$ cat src/hdl/cdo_pkg.sv
// cdo_pkg: types, command codes, step program and month tables for the
// calendar date offset unit; no dependencies
`default_nettype none

package cdo_pkg;

    // fixed widths of the beat fields
    localparam int MONTH_W = 4;
    localparam int DAY_W   = 5;
    localparam int VALUE_W = 16;
    localparam int OFF_W   = 16;
    localparam int YOUT_W  = 16;

    // signed day accumulator: stored day plus the widest offset, with sign
    localparam int ACC_W = 18;

    localparam int MONTHS     = 12;
    localparam int YEAR_DAYS  = 365;
    localparam int RESET_YEAR = 2000;

    // command codes
    localparam logic [2:0] CMD_SET_MONTH = 3'd0;
    localparam logic [2:0] CMD_SET_DAY   = 3'd1;
    localparam logic [2:0] CMD_SET_YEAR  = 3'd2;
    localparam logic [2:0] CMD_QUERY     = 3'd3;
    localparam logic [2:0] CMD_MOVE      = 3'd4;

    // step operations of the sequencer
    localparam logic [2:0] OP_YEAR_UP = 3'd0;
    localparam logic [2:0] OP_MON_UP  = 3'd1;
    localparam logic [2:0] OP_YEAR_DN = 3'd2;
    localparam logic [2:0] OP_MON_DN  = 3'd3;
    localparam logic [2:0] OP_DONE    = 3'd4;

    // program addresses
    localparam int PC_W = 3;
    localparam logic [PC_W-1:0] PC_YEAR_UP = 3'd0;
    localparam logic [PC_W-1:0] PC_MON_UP  = 3'd1;
    localparam logic [PC_W-1:0] PC_YEAR_DN = 3'd2;
    localparam logic [PC_W-1:0] PC_MON_DN  = 3'd3;
    localparam logic [PC_W-1:0] PC_DONE    = 3'd4;

    typedef struct packed {
        logic [2:0]         command;
        logic [VALUE_W-1:0] set_value;
        logic signed [OFF_W-1:0] day_offset;
    } t_in_beat;

    typedef struct packed {
        logic [MONTH_W-1:0] stored_month;
        logic [DAY_W-1:0]   stored_day;
        logic [YOUT_W-1:0]  stored_year;
        logic [MONTH_W-1:0] other_month;
        logic [DAY_W-1:0]   other_day;
        logic [YOUT_W-1:0]  other_year;
    } t_out_beat;

    // control word: operation, target when its test holds, target otherwise
    typedef struct packed {
        logic [2:0]      op;
        logic [PC_W-1:0] jmp;
        logic [PC_W-1:0] nxt;
    } t_uword;

    // step program
    function automatic t_uword ucode_rom(input logic [PC_W-1:0] pc);
        t_uword w;
        case (pc)
            PC_YEAR_UP: w = '{op: OP_YEAR_UP, jmp: PC_YEAR_UP, nxt: PC_MON_UP};
            PC_MON_UP:  w = '{op: OP_MON_UP,  jmp: PC_MON_UP,  nxt: PC_YEAR_DN};
            PC_YEAR_DN: w = '{op: OP_YEAR_DN, jmp: PC_YEAR_DN, nxt: PC_MON_DN};
            PC_MON_DN:  w = '{op: OP_MON_DN,  jmp: PC_MON_DN,  nxt: PC_DONE};
            PC_DONE:    w = '{op: OP_DONE,    jmp: PC_DONE,    nxt: PC_DONE};
            default:    w = '{op: OP_DONE,    jmp: PC_DONE,    nxt: PC_DONE};
        endcase
        return w;
    endfunction

    // days in a month, no leap years; out of range reads as 31
    function automatic logic [DAY_W-1:0] month_len(input logic [MONTH_W-1:0] m);
        logic [DAY_W-1:0] len;
        case (m)
            4'd2:                      len = 5'd28;
            4'd4, 4'd6, 4'd9, 4'd11:   len = 5'd30;
            default:                   len = 5'd31;
        endcase
        return len;
    endfunction

    // month before m, january wraps to december
    function automatic logic [MONTH_W-1:0] prev_month(input logic [MONTH_W-1:0] m);
        logic [MONTH_W-1:0] p;
        if (m == 4'd1) begin
            p = MONTH_W'(MONTHS);
        end else begin
            p = m - 4'd1;
        end
        return p;
    endfunction

endpackage

`default_nettype wire

$ cat src/hdl/calendar_date_offset_unit.sv
// calendar_date_offset_unit: date store with set, offset query and move
// commands, run by a small step program; depends on cdo_pkg
`default_nettype none

// Usage
//   input channel  i_in_valid / o_in_ready / i_in_data  (command beat)
//   output channel o_out_valid / i_out_ready / o_out_data (one result beat)
//   Every accepted command beat gives exactly one result beat.
//   Set and unused commands go straight to the finishing step. Query and
//   move commands run four step tests that fall through plus the finishing
//   step, Y whole 365 day years stepped (one per cycle, at most 89 for a
//   16 bit signed offset, more when OFFSET_BITS is above 16 and the offset
//   is unsigned) and M months walked after that (one per cycle, at most 12).
//   One command is worked at a time: o_in_ready is high only while the
//   sequencer is idle, so the next beat can be taken at the earliest in the
//   cycle after a result is written. The result sits in an output register,
//   so a new command can be accepted while it waits to be taken. If the
//   receiver stalls, the finishing step holds until that register is free.
//   Reset (synchronous, active low) sets the stored date to month 1, day 1,
//   year 2000 and empties the output register.
module calendar_date_offset_unit #(
    parameter int OFFSET_BITS = 16,
    parameter int YEAR_BITS   = 16
) (
    input  wire                 i_clk,
    input  wire                 i_rst_n,
    input  wire                 i_in_valid,
    output logic                o_in_ready,
    input  wire cdo_pkg::t_in_beat i_in_data,
    output logic                o_out_valid,
    input  wire                 i_out_ready,
    output cdo_pkg::t_out_beat  o_out_data
);
    import cdo_pkg::*;

    // effective offset width as seen on the 16 bit field
    localparam int OW = (OFFSET_BITS < OFF_W) ? OFFSET_BITS : OFF_W;
    localparam logic signed [ACC_W-1:0] D_YEAR  = ACC_W'(YEAR_DAYS);
    localparam logic signed [ACC_W-1:0] D_NYEAR = -ACC_W'(YEAR_DAYS);

    // stored date
    logic [MONTH_W-1:0]   r_cur_m;
    logic [DAY_W-1:0]     r_cur_d;
    logic [YEAR_BITS-1:0] r_cur_y;

    // working date of the sequencer
    logic [MONTH_W-1:0]      r_m;
    logic signed [ACC_W-1:0] r_d;
    logic [YEAR_BITS-1:0]    r_y;
    logic [2:0]              r_cmd;

    logic            r_busy;
    logic [PC_W-1:0] r_pc;
    logic            r_out_valid;
    t_out_beat       r_out;

    logic                    w_accept;
    logic                    w_out_free;
    t_uword                  w_uw;
    logic                    w_cond;
    logic [DAY_W-1:0]        w_len;
    logic [MONTH_W-1:0]      w_prev;
    logic signed [ACC_W-1:0] w_len_ext;
    logic signed [ACC_W-1:0] w_prev_len_ext;
    logic [OW-1:0]           w_off_raw;
    logic                    w_off_sign;
    logic signed [ACC_W-1:0] w_off_ext;
    logic signed [ACC_W-1:0] w_d_start;
    logic [DAY_W-1:0]        w_day_lim;
    logic [MONTH_W-1:0]      w_set_m;
    logic [DAY_W-1:0]        w_set_d;
    t_out_beat               w_res;

    assign w_accept    = i_in_valid && o_in_ready;
    assign w_out_free  = !r_out_valid || i_out_ready;
    assign o_in_ready  = !r_busy;
    assign o_out_valid = r_out_valid;
    assign o_out_data  = r_out;

    // offset: keep the low OW bits of the field, sign from its top bit when OFFSET_BITS <= OFF_W, else zero
    assign w_off_raw  = i_in_data.day_offset[OW-1:0];
    assign w_off_sign = (OFFSET_BITS <= OFF_W) ? w_off_raw[OW-1] : 1'b0;
    assign w_off_ext  = $signed({{(ACC_W-OW){w_off_sign}}, w_off_raw});
    assign w_d_start  = $signed({{(ACC_W-DAY_W){1'b0}}, r_cur_d}) + w_off_ext;

    // clamped set values
    always_comb begin
        w_day_lim = month_len(r_cur_m);
        if (i_in_data.set_value == '0) begin
            w_set_m = 4'd1;
        end else if (i_in_data.set_value > VALUE_W'(MONTHS)) begin
            w_set_m = MONTH_W'(MONTHS);
        end else begin
            w_set_m = i_in_data.set_value[MONTH_W-1:0];
        end
        if (i_in_data.set_value == '0) begin
            w_set_d = 5'd1;
        end else if (i_in_data.set_value > VALUE_W'(w_day_lim)) begin
            w_set_d = w_day_lim;
        end else begin
            w_set_d = i_in_data.set_value[DAY_W-1:0];
        end
    end

    // control word and its test
    always_comb begin
        w_uw           = ucode_rom(r_pc);
        w_len          = month_len(r_m);
        w_prev         = prev_month(r_m);
        w_len_ext      = $signed({{(ACC_W-DAY_W){1'b0}}, w_len});
        w_prev_len_ext = $signed({{(ACC_W-DAY_W){1'b0}}, month_len(w_prev)});
        case (w_uw.op)
            OP_YEAR_UP: w_cond = r_d > D_YEAR;
            OP_MON_UP:  w_cond = r_d > w_len_ext;
            OP_YEAR_DN: w_cond = r_d <= D_NYEAR;
            OP_MON_DN:  w_cond = r_d <= $signed(ACC_W'(0));
            OP_DONE:    w_cond = w_out_free;
            default:    w_cond = 1'b0;
        endcase
    end

    // result beat assembly
    always_comb begin
        w_res.stored_month = r_cur_m;
        w_res.stored_day   = r_cur_d;
        w_res.stored_year  = YOUT_W'(r_cur_y);
        w_res.other_month  = r_cur_m;
        w_res.other_day    = r_cur_d;
        w_res.other_year   = YOUT_W'(r_cur_y);
        case (r_cmd)
            CMD_QUERY: begin
                w_res.other_month = r_m;
                w_res.other_day   = r_d[DAY_W-1:0];
                w_res.other_year  = YOUT_W'(r_y);
            end
            CMD_MOVE: begin
                w_res.stored_month = r_m;
                w_res.stored_day   = r_d[DAY_W-1:0];
                w_res.stored_year  = YOUT_W'(r_y);
            end
            default: begin
            end
        endcase
    end

    // sequencer, store and output register
    always_ff @(posedge i_clk) begin
        if (!i_rst_n) begin
            r_busy      <= 1'b0;
            r_pc        <= PC_DONE;
            r_out_valid <= 1'b0;
            r_cur_m     <= 4'd1;
            r_cur_d     <= 5'd1;
            r_cur_y     <= YEAR_BITS'(RESET_YEAR);
        end else begin
            if (r_out_valid && i_out_ready) begin
                r_out_valid <= 1'b0;
            end
            if (w_accept) begin
                // set commands land in the store right away
                case (i_in_data.command)
                    CMD_SET_MONTH: r_cur_m <= w_set_m;
                    CMD_SET_DAY:   r_cur_d <= w_set_d;
                    CMD_SET_YEAR:  r_cur_y <= YEAR_BITS'(i_in_data.set_value);
                    default: begin
                    end
                endcase
                r_cmd  <= i_in_data.command;
                r_m    <= r_cur_m;
                r_d    <= w_d_start;
                r_y    <= r_cur_y;
                r_busy <= 1'b1;
                if (i_in_data.command == CMD_QUERY || i_in_data.command == CMD_MOVE) begin
                    r_pc <= PC_YEAR_UP;
                end else begin
                    r_pc <= PC_DONE;
                end
            end else if (r_busy) begin
                if (w_cond) begin
                    r_pc <= w_uw.jmp;
                    case (w_uw.op)
                        OP_YEAR_UP: begin
                            r_d <= r_d - D_YEAR;
                            r_y <= r_y + YEAR_BITS'(1);
                        end
                        OP_MON_UP: begin
                            r_d <= r_d - w_len_ext;
                            if (r_m == MONTH_W'(MONTHS)) begin
                                r_m <= 4'd1;
                                r_y <= r_y + YEAR_BITS'(1);
                            end else begin
                                r_m <= r_m + 4'd1;
                            end
                        end
                        OP_YEAR_DN: begin
                            r_d <= r_d + D_YEAR;
                            r_y <= r_y - YEAR_BITS'(1);
                        end
                        OP_MON_DN: begin
                            r_d <= r_d + w_prev_len_ext;
                            r_m <= w_prev;
                            if (r_m == 4'd1) begin
                                r_y <= r_y - YEAR_BITS'(1);
                            end
                        end
                        OP_DONE: begin
                            r_out       <= w_res;
                            r_out_valid <= 1'b1;
                            r_busy      <= 1'b0;
                            if (r_cmd == CMD_MOVE) begin
                                r_cur_m <= r_m;
                                r_cur_d <= r_d[DAY_W-1:0];
                                r_cur_y <= r_y;
                            end
                        end
                        default: begin
                        end
                    endcase
                end else begin
                    r_pc <= w_uw.nxt;
                end
            end
        end
    end

endmodule

`default_nettype wire

$ cat config.mk
export PLATFORM = sky130hd
export DESIGN_NAME = calendar_date_offset_unit
export DESIGN_NICKNAME = d
export VERILOG_FILES = /design/src/hdl/cdo_pkg.sv /design/src/hdl/calendar_date_offset_unit.sv
export SDC_FILE = /design/constraint.sdc
export NUM_CORES = 1
export LEC_CHECK = 0
export ABC_CLOCK_PERIOD_IN_PS = 5000
export BUFFER_PORTS_ARGS = -buffer_cell sky130_fd_sc_hd__clkbuf_2
export CAP_MARGIN = 20
export CORE_MARGIN = 2
export CORE_UTILIZATION = 35
export DETAILED_ROUTE_END_ITERATION = 7
export HOLD_SLACK_MARGIN = 0.15
export PLACE_DENSITY = 0.59
export SYNTH_ARGS = -nofsm -noshare
export SYNTH_HDL_FRONTEND = slang
export SYNTH_SLANG_ARGS = --single-unit
$ cat constraint.sdc
create_clock -name i_clk -period 5 [get_ports i_clk]
set_input_delay 0.75 -clock i_clk [delete_from_list [all_inputs] [get_ports i_clk]]
set_output_delay 0.75 -clock i_clk [all_outputs]
set_load 0.03 [all_outputs]
==> impl_metrics.json <==
{
  "dieArea_um2": 25300,
  "synth_cells": 883,
  "start_util": 0.357,
  "required_ns": 5.10,
  "syn_nets": 964,
  "antenna_found_initial": 0,
  "routed_wl_um": 23500,
  "gp_congestion": 0.919,
  "finalSetupTns_ns": 0,
  "viasPerCell": 5.55,
  "grt_pass1_wl_um": 37500,
  "grt_usage": 0.185,
  "critPathArrivalTime_ns": 4.35,
  "synth-async-reset-ratio": 0,
  "end_kind": "flip-flop",
  "num_io_pins": 91,
  "firstDrtPassIters": 5,
  "cts_tree": "done",
  "avgSynthCellArea_um2": 9.52,
  "final_cells": 1290,
  "ir_drop_mv": 0.154,
  "fin_worst_skew_ns": 0.00987,
  "grt_max_degree": 39,
  "hold_class": "reg -> reg",
  "die_h_um": 159,
  "vias": 7158,
  "place_inst": 1258,
  "synth_xor_area_frac": 0.0323,
  "final_cell_mix": "nand2_1 (114), edfxtp_1 (91), clkbuf_2 (90)",
  "fin_area_um2": 9830,
  "synth_mux_area_frac": 0.0968,
  "synth_enable_flop_cells": 91,
  "worstMarginPinSlew_ns": 1.04,
  "setup.worst_path.start_class": "flip-flop",
  "synth_compound_area_frac": 0.191,
  "yosysSeqAreaShare": 0.397,
  "grt_overflow": 0,
  "cp_max_fo": 22,
  "final.period_utilization": 0.851,
  "max_freq_mhz": 235,
  "area_growth_pct": 17.0,
  "slew_viol_final": 0,
  "final_util": 0.418,
  "status": "finished clean",
  "synth_top_family_by_area": "compound AO/OA/AOI/OAI gates",
  "dpl_cell_area_um2": 9190,
  "synth_cell_types": 83,
  "yosys.area_share.simple": 0.179,
  "synth_ff_type": "edfxtp_1",
  "slew_headroom": 0.302,
  "cts-root-buf": "clkbuf_16",
  "powerDensity_nw_per_um2": 302,
  "core-area_um2": 23500,
  "period_needed_ns": 4.26,
  "p_leak_nw": 3.87,
  "final_common_cell": "nand2_1",
  "crit_type": "reg -> reg",
  "clk_pin_slew_ns": 0.06,
  "hold_viol": 0,
  "drc": 0,
  "drive_above_1_share": 0.218,
  "rsz0062_at_grt": "no",
  "cts_made_buffers": 17,
  "die_w_um": 159,
  "ys_seq_elements": 121,
  "insertion_delay_ns": 0.42,
  "antenna_left": 0,
  "clockBufferDepth": 2,
  "yosysWarnings": 0,
  "place_hpwl_um": 16800,
  "total_power_w": 0.00297,
  "grt_pass1_vias": 6716,
  "hold_buffers": 0,
  "avgRoutedWirePerCell_um": 18.2,
  "antenna_cells": 0,
  "clock-sinks": 121,
  "portBuffers": 90,
  "htreeDepth": 4,
  "cts_resized": 0,
  "row_count": 56,
  "synth_fa_ha_area_frac": 0.0661,
  "maxCapViolCount": 0,
  "postCtsSetupBuffers": 0,
  "syn_area_um2": 8400,
  "final_nets": 1039,
  "drt_iter0_drc": 634,
  "setup_viol": 0
}
==> per-layer routing <==
metal | wire [um] | global-route usage | up-vias
li1 | - | - | 3477
met5 | 0 | 0 | -
met1 | 11800 | 0.273 | 3450
met2 | 10200 | 0.282 | 210
met4 | 325 | 0.0483 | 0
met3 | 1130 | 0.0320 | 21
==> power breakdown <==
part,internal [W],switching [W]
registers,0.00114,0.0000586
logic,0.000161,0.000262
clock network,0.000893,0.000459
total,0.00219,0.000780
==> cell type report <==
type | count | area [um^2]
well taps | 319 | 399
repair buffers | 107 | 578
flip-flops and latches | 121 | 3330
clock buffers | 19 | 443
clock inverters | 13 | 200
fillers | 2348 | 13700
inverters | 31 | 116
multi-input cells | 680 | 4760
==> metrics by stage <==
stage / hold WS, ns / setup slack, ns
after global routing: 0.522 / 0.344
after floorplan: 0.455 / 0.707
after detailed placement: 0.485 / 0.767
after CTS: 0.495 / 0.741
final: 0.491 / 0.744
after global placement: 0.479 / 0.865
==> worst paths after layout <==
path | start | end | slack [ns] | cells past startpoint
max | r_m[0] | o_out_data[16] | 0.74 | 15
min | r_cur_y[0] | r_cur_y[0] | 0.49 | 2
max reg2reg | r_m[0] | o_out_data[16] | 0.74 | 15
min reg2reg | r_cur_y[0] | r_cur_y[0] | 0.49 | 2
==> flip-flops by register name (all words and copies together) (netlist names) <==
signal       count
o_out_data      50
o_out_valid      1
r_busy           1
r_cmd            3
r_cur_d          5
r_cur_m          4
r_cur_y         16
r_d             18
r_m              4
r_pc             3
r_y             16
==> cell families (layout without fill, tap and decap cells) <==
kind of cell | count (synthesis) | count (layout)
flops | 121 | 121
simple gates | 295 | 295
xor+xnor | 31 | 31
fa+ha+maj | 42 | 42
mux | 75 | 75
buf+inv | 82 | 170
compound gates | 237 | 237
==> cells in the mapped netlist (5+ instances only) <==
cell type / n / share of area
a2111oi_0: 7 / 0.0073
a211oi_1: 9 / 0.0080
a21o_1: 11 / 0.0098
a21oi_1: 50 / 0.030
a22oi_1: 5 / 0.0045
a31oi_1: 16 / 0.012
and2_1: 5 / 0.0037
and3_1: 7 / 0.0052
buf_1: 7 / 0.0031
buf_2: 5 / 0.0030
clkbuf_1: 36 / 0.016
dfxtp_1: 30 / 0.071
edfxtp_1: 91 / 0.33
ha_1: 38 / 0.057
inv_1: 29 / 0.013
mux2_2: 49 / 0.066
mux2i_1: 25 / 0.030
nand2_1: 114 / 0.051
nand2b_1: 18 / 0.013
nand3_1: 16 / 0.0095
nor2_1: 53 / 0.024
nor2b_1: 8 / 0.0060
nor3_1: 20 / 0.012
nor3b_1: 7 / 0.0063
nor4_1: 6 / 0.0045
o2111ai_1: 8 / 0.0083
o211ai_1: 7 / 0.0063
o21a_1: 6 / 0.0054
o21ai_0: 56 / 0.033
o21bai_1: 5 / 0.0045
o221ai_1: 6 / 0.0063
o22ai_1: 6 / 0.0045
or2_2: 6 / 0.0045
xnor2_1: 12 / 0.013
xor2_1: 19 / 0.020
==> critical path: stages (launching register included) <==
cell and delay (ns):
edfxtp_1 0.54, inv_1 0.23, ha_1 0.33, a21oi_1 0.11, nor2_1 0.10, a31oi_1 0.06
ha_1 0.22, inv_1 0.06, fa_1 0.24, and4_1 0.29, nand2_1 0.09, a311o_1 0.39
nand4_4 0.18, and3_1 0.23, and2_2 0.47, buf_4 0.36
Note: power is estimated with default switching activity, not from simulation.
